### src/hdl/ssvm_pkg.sv
// shared types and constants of the sparse set value map
package ssvm_pkg;

    localparam int unsigned KEYS    = 1024;
    localparam int unsigned KEY_W   = 11;
    localparam int unsigned IDX_W   = 10;
    localparam int unsigned VAL_W   = 32;
    localparam int unsigned CNT_W   = 11;
    localparam int unsigned TDATA_W = 48;

    localparam logic [VAL_W-1:0] VALUE_NONE = '1;

    typedef enum logic [1:0] {
        OP_INSERT = 2'd0,
        OP_REMOVE = 2'd1,
        OP_CLEAR  = 2'd2,
        OP_QUERY  = 2'd3
    } t_op;

    typedef struct packed {
        logic load;
        logic slot;
        logic eval;
        logic move;
        logic publish;
    } t_cmd;

    typedef struct packed {
        logic need_move;
        logic out_free;
    } t_status;

endpackage

### src/hdl/ssvm_ctrl.sv
// controller state machine of the sparse set value map
module ssvm_ctrl (
    input  logic             i_clk,
    input  logic             i_rst_n,
    input  logic             i_in_valid,
    output logic             o_in_ready,
    input  ssvm_pkg::t_status i_status,
    output ssvm_pkg::t_cmd    o_cmd
);

    typedef enum logic [4:0] {
        S_IDLE = 5'b00001,
        S_SLOT = 5'b00010,
        S_EVAL = 5'b00100,
        S_MOVE = 5'b01000,
        S_DONE = 5'b10000
    } t_state;

    t_state r_state;
    t_state n_state;

    always_comb begin
        n_state       = r_state;
        o_cmd         = '0;
        o_in_ready    = 1'b0;
        case (r_state)
            S_IDLE: begin
                o_in_ready = 1'b1;
                if (i_in_valid) begin
                    o_cmd.load = 1'b1;
                    n_state    = S_SLOT;
                end
            end
            S_SLOT: begin
                o_cmd.slot = 1'b1;
                n_state    = S_EVAL;
            end
            S_EVAL: begin
                o_cmd.eval = 1'b1;
                n_state    = i_status.need_move ? S_MOVE : S_DONE;
            end
            S_MOVE: begin
                o_cmd.move = 1'b1;
                n_state    = S_DONE;
            end
            S_DONE: begin
                if (i_status.out_free) begin
                    o_cmd.publish = 1'b1;
                    n_state       = S_IDLE;
                end
            end
            default: begin
                n_state = S_IDLE;
            end
        endcase
    end

    always_ff @(posedge i_clk) begin
        if (!i_rst_n) begin
            r_state <= S_IDLE;
        end else begin
            r_state <= n_state;
        end
    end

endmodule

### config.mk
export PLATFORM = sky130hd
export DESIGN_NAME = ssvm_ctrl
export DESIGN_NICKNAME = d
export VERILOG_FILES = /design/src/hdl/ssvm_pkg.sv /design/src/hdl/ssvm_ctrl.sv
export SDC_FILE = /design/constraint.sdc
export NUM_CORES = 1
export LEC_CHECK = 0
export BUFFER_PORTS_ARGS = -buffer_cell sky130_fd_sc_hd__buf_4
export CORE_AREA = 2 2 39 41
export DETAILED_ROUTE_END_ITERATION = 16
export DIE_AREA = 0 0 41 43
export MAX_ROUTING_LAYER = met4
export PLACE_DENSITY_LB_ADDON = 0.3
export SYNTH_ARGS = -nofsm -noshare
export SYNTH_HDL_FRONTEND = slang
export SYNTH_SLANG_ARGS = --single-unit
### constraint.sdc
create_clock -name i_clk -period 2.85 [get_ports i_clk]
set_input_delay 0.285 -clock i_clk [delete_from_list [all_inputs] [get_ports i_clk]]
set_output_delay 0.285 -clock i_clk [all_outputs]
set_load 0.02 [all_outputs]
# Yosys cells after proc, flatten, opt, wreduce, memory -nomap -nowiden
# Index checks and enable logic that the tools add are counted.
[totals]
regBits = 5
input_bits = 5
output_inout_bits = 6
elab_cells = 21
[op_classes]
n_eq_ne = 7
n_mux = 12
n_reduce_logical = 1
[op_table]
columns = ["op", "count"]
rows = [
  ["$pmux W5 S5", 1],
  ["$mux W5", 3],
  ["$mux W1", 8],
  ["$eq A5 B1 Y1 const B", 1],
  ["$eq A5 B2 Y1 const B", 1],
  ["$eq A5 B3 Y1 const B", 1],
  ["$eq A5 B4 Y1 const B", 1],
  ["$eq A5 B5 Y1 const B", 1],
  ["$ne A2 B2 Y1 const B", 2],
  ["$reduce_and A2 Y1", 1],
]

# Longest topological paths before layout
[logic_depth]
word_depth = 3
mapped_depth = 4
mapped_depth_nobuf = 3

# Worst setup path after synthesis
# OpenSTA, ideal clock, no wires.
[synth_path]
kind = "reg2out"
from = "reg r_state[4]"
to = "out o_cmd[1] (netlist name)"
arrival_time_ns = 1.349
t_required_ns = 2.565
path_slack_ns = 1.216
path_stages_with_launch = 3
n_path_buf = 0
path_cell_list = "dfxtp_1 > or2_4 > nor4b_1"
[synth_lines]
columns = ["item", "line_no", "rtl"]
rows = [
  ["start: declaration", "ssvm_ctrl.sv:19", "t_state r_state;"],
  ["start signal: assignment", "ssvm_ctrl.sv:62", "r_state <= n_state;"],
  ["end: declaration", "ssvm_ctrl.sv:8", "output ssvm_pkg::t_cmd o_cmd"],
]

==> results.tsv <==
stage	metric	value	unit
place	dpl.hpwl	516	um
sta	finalSetupViolCount	0	
route	num_vias	278	
cts	tritoncts	built	
cts	clk_path_buf_depth	2	
layout	fin_util	0.319	
synthesis	ys_ff_latch	5	
route	finalWirelength	653	um
worst_setup_path	cp.required	2.57	ns
cts	cts_setup_buffers	0	
layout	reg_top3	r_state: 5 flops	
sta	slew_violations	0	
route	viasPerCell	4.48	
die	coreArea	1380	um^2
sta	fmaxAchievable	596	MHz
place	dp.cells	58	
sta	worst_pin_slew	0.455	ns
die	dieWidth	41	um
sta	rsz0062_at_grt	false	
synthesis	syn_nets	38	
grt	grt_use_total	0.101	
sta	slew_headroom	0.696	
cts	ctsHoldBuffers	0	
cts	cts-root-buf	clkbuf_4	
route	first_pass_iters	3	
synthesis	yosys_warnings	0	
layout	nets	52	
route	ant_nets	0	
sta	setup_tns	0	ns
cts	cts_num_sinks	5	
grt	overflow	0	
layout	drive_gt1_frac	0.413	
worst_setup_path	cp.arrival	1.39	ns
grt	antenna_found_initial	0	
place	gp_congestion	0.671	
synthesis	avgSynthCellArea	9.86	um^2
sta	skew	0.00361	ns
layout	ff_latch_area	100	um^2
outcome	outcome	complete, no violations	
layout	multiInputGateArea	213	um^2
layout	n_antenna_cell	0	
die	dieHeight	43	um
route	drtIter0Drc	5	
min_path	hp-class	in -> reg	
grt	grt_pass1_vias	265	
layout	largest_reg_flops	5	
worst_setup_path	critPathMaxFanout	7	
die	dieArea	1760	um^2
worst_setup_path	cp-start-kind	register	
cts	htree_levels	1	
sta	fin_crit	1.68	ns
cts	cts_made_buffers	3	
die	io_pins	11	
worst_setup_path	end_kind	primary output	
die	core.rowCount	14	
layout	layout-area-overhead-vs-synth	35.8	%
cts	post_cts_resized	0	
layout	fillers	149	
layout	stdcell_count	62	
pwr	p_leak	0.187	nW
layout	top_register	r_state	
grt	grt_start_max_net_pins	10	
pwr	ir_drop	338	uV
grt	grt_first_pass_wirelength	1.11	mm
pwr	power_density	480	nW/um^2
sta	finalCritPeriodShare	0.589	
cts	clkTransAtPathRegs	0.04	ns
synthesis	postSynthCellCount	33	
synthesis	synth.distinct_cells	23	
place	placement.io_buffers	10	
die	start_util	0.235	
flow_run	max_cap_violations	0	
worst_setup_path	path_class	reg -> out	
route	detail_route.drc_violations	0	
sta	hold_viol	0	
synthesis	syn_area	325	um^2
synthesis	yosysSeqAreaShare	0.308	
route	wl_per_cell	10.5	um
cts	clock_latency	0.24	ns
-- logic make-up after synthesis --
family	after synthesis	share of synthesized area
DFF	5	0.308
buffers and inverters	3	0.0385
and+or+nand+nor	18	0.446
xor gates and xnor gates	1	0.0269
AOI/OAI and AO/OA	6	0.181
-- through the flow --
stage          cell area [um^2]  worst slack (ns)  hold WS (ns)  total power [mW]
5_1_grt                     442              1.01         0.281             0.229
6_report                    442              1.17         0.285             0.212
3_5_place_dp                415              1.43         0.529             0.135
3_3_place_gp                415              1.44         0.529             0.135
2_1_floorplan               325              1.22         0.403             0.115
4_1_cts                     442              1.15         0.274             0.219
-- cell usage after synthesis, drive strengths merged --
cell | n | share of area
a31o | 1 | 0.027
nor3 | 4 | 0.092
dfxtp | 5 | 0.31
o41ai | 1 | 0.085
nand2b | 1 | 0.019
nor2 | 1 | 0.012
and4b | 1 | 0.035
buf | 1 | 0.015
and2b | 1 | 0.023
or2 | 1 | 0.027
xor2 | 1 | 0.027
nor3b | 2 | 0.046
a21oi | 1 | 0.015
nand3b | 1 | 0.023
o21ai | 2 | 0.031
inv | 2 | 0.023
and2 | 2 | 0.038
o211ai | 1 | 0.023
nand2 | 1 | 0.012
and3 | 1 | 0.019
nor4b | 2 | 0.10
-- layout by cell type, fill, tap and decap left out --
| cell | netlist | layout |
|---|---|---|
| buf_4 | 0 | 10 |
| dfxtp_1 | 5 | 5 |
| clkbuf_4 | 0 | 3 |
| nor3_2 | 2 | 2 |
| inv_1 | 2 | 2 |
| and2_1 | 2 | 2 |
| nor3b_1 | 2 | 2 |
| o21ai_0 | 2 | 2 |
| nor3_1 | 2 | 2 |
| nand3b_1 | 1 | 1 |
| or2_4 | 1 | 1 |
| nor4b_4 | 1 | 1 |
| nand2b_1 | 1 | 1 |
| nor4b_1 | 1 | 1 |
| and4b_2 | 1 | 1 |
| and3_1 | 1 | 1 |
| nand2_1 | 1 | 1 |
| xor2_1 | 1 | 1 |
| nor2_1 | 1 | 1 |
| o211ai_1 | 1 | 1 |
| o41ai_4 | 1 | 1 |
| a31o_1 | 1 | 1 |
| and2b_1 | 1 | 1 |
| a21oi_1 | 1 | 1 |
| clkbuf_1 | 0 | 1 |
-- cell type report --
type	instances	share of cell area
Tap cell	16	0.0453
Timing Repair Buffer	10	0.170
Multi-Input combinational cell	25	0.482
Sequential cell	5	0.227
Inverter	2	0.0170
Clock buffer	4	0.0595
-- per-layer routing --
layer	routed length [um]	track usage	vias up
li1	-	-	146
met1	341	0.122	121
met2	270	0.131	11
met3	41	0.0785	0
met4	0	0.0200	0
met5	0	-	-
-- worst max-delay path: stages (launching register included) --
cell      delay (ns)
dfxtp_1         0.51
nand2b_1        0.18
nor3_2          0.18
and2_1          0.15
buf_4           0.13
-- path summary, 6_finish.rpt --
check / slack (ns) / from / depth (start not counted) / endpoint
setup / recovery: 1.17 / r_state[0] / 4 / o_cmd[4]
hold / removal: 0.28 / i_status[1] / 3 / r_state[3]
setup reg to reg: 1.66 / r_state[4] / 3 / r_state[0]
hold reg to reg: 0.60 / r_state[2] / 2 / r_state[3]
-- where the power goes --
group / total, mW / internal (mW) / leakage, nW / switching (mW)
sequential: 0.0834 / 0.0742 / 0.0408 / 0.00915
clock: 0.0792 / 0.0528 / 0.0150 / 0.0264
combinational: 0.0497 / 0.0252 / 0.131 / 0.0245
Note: power is estimated with default switching activity, not from simulation.
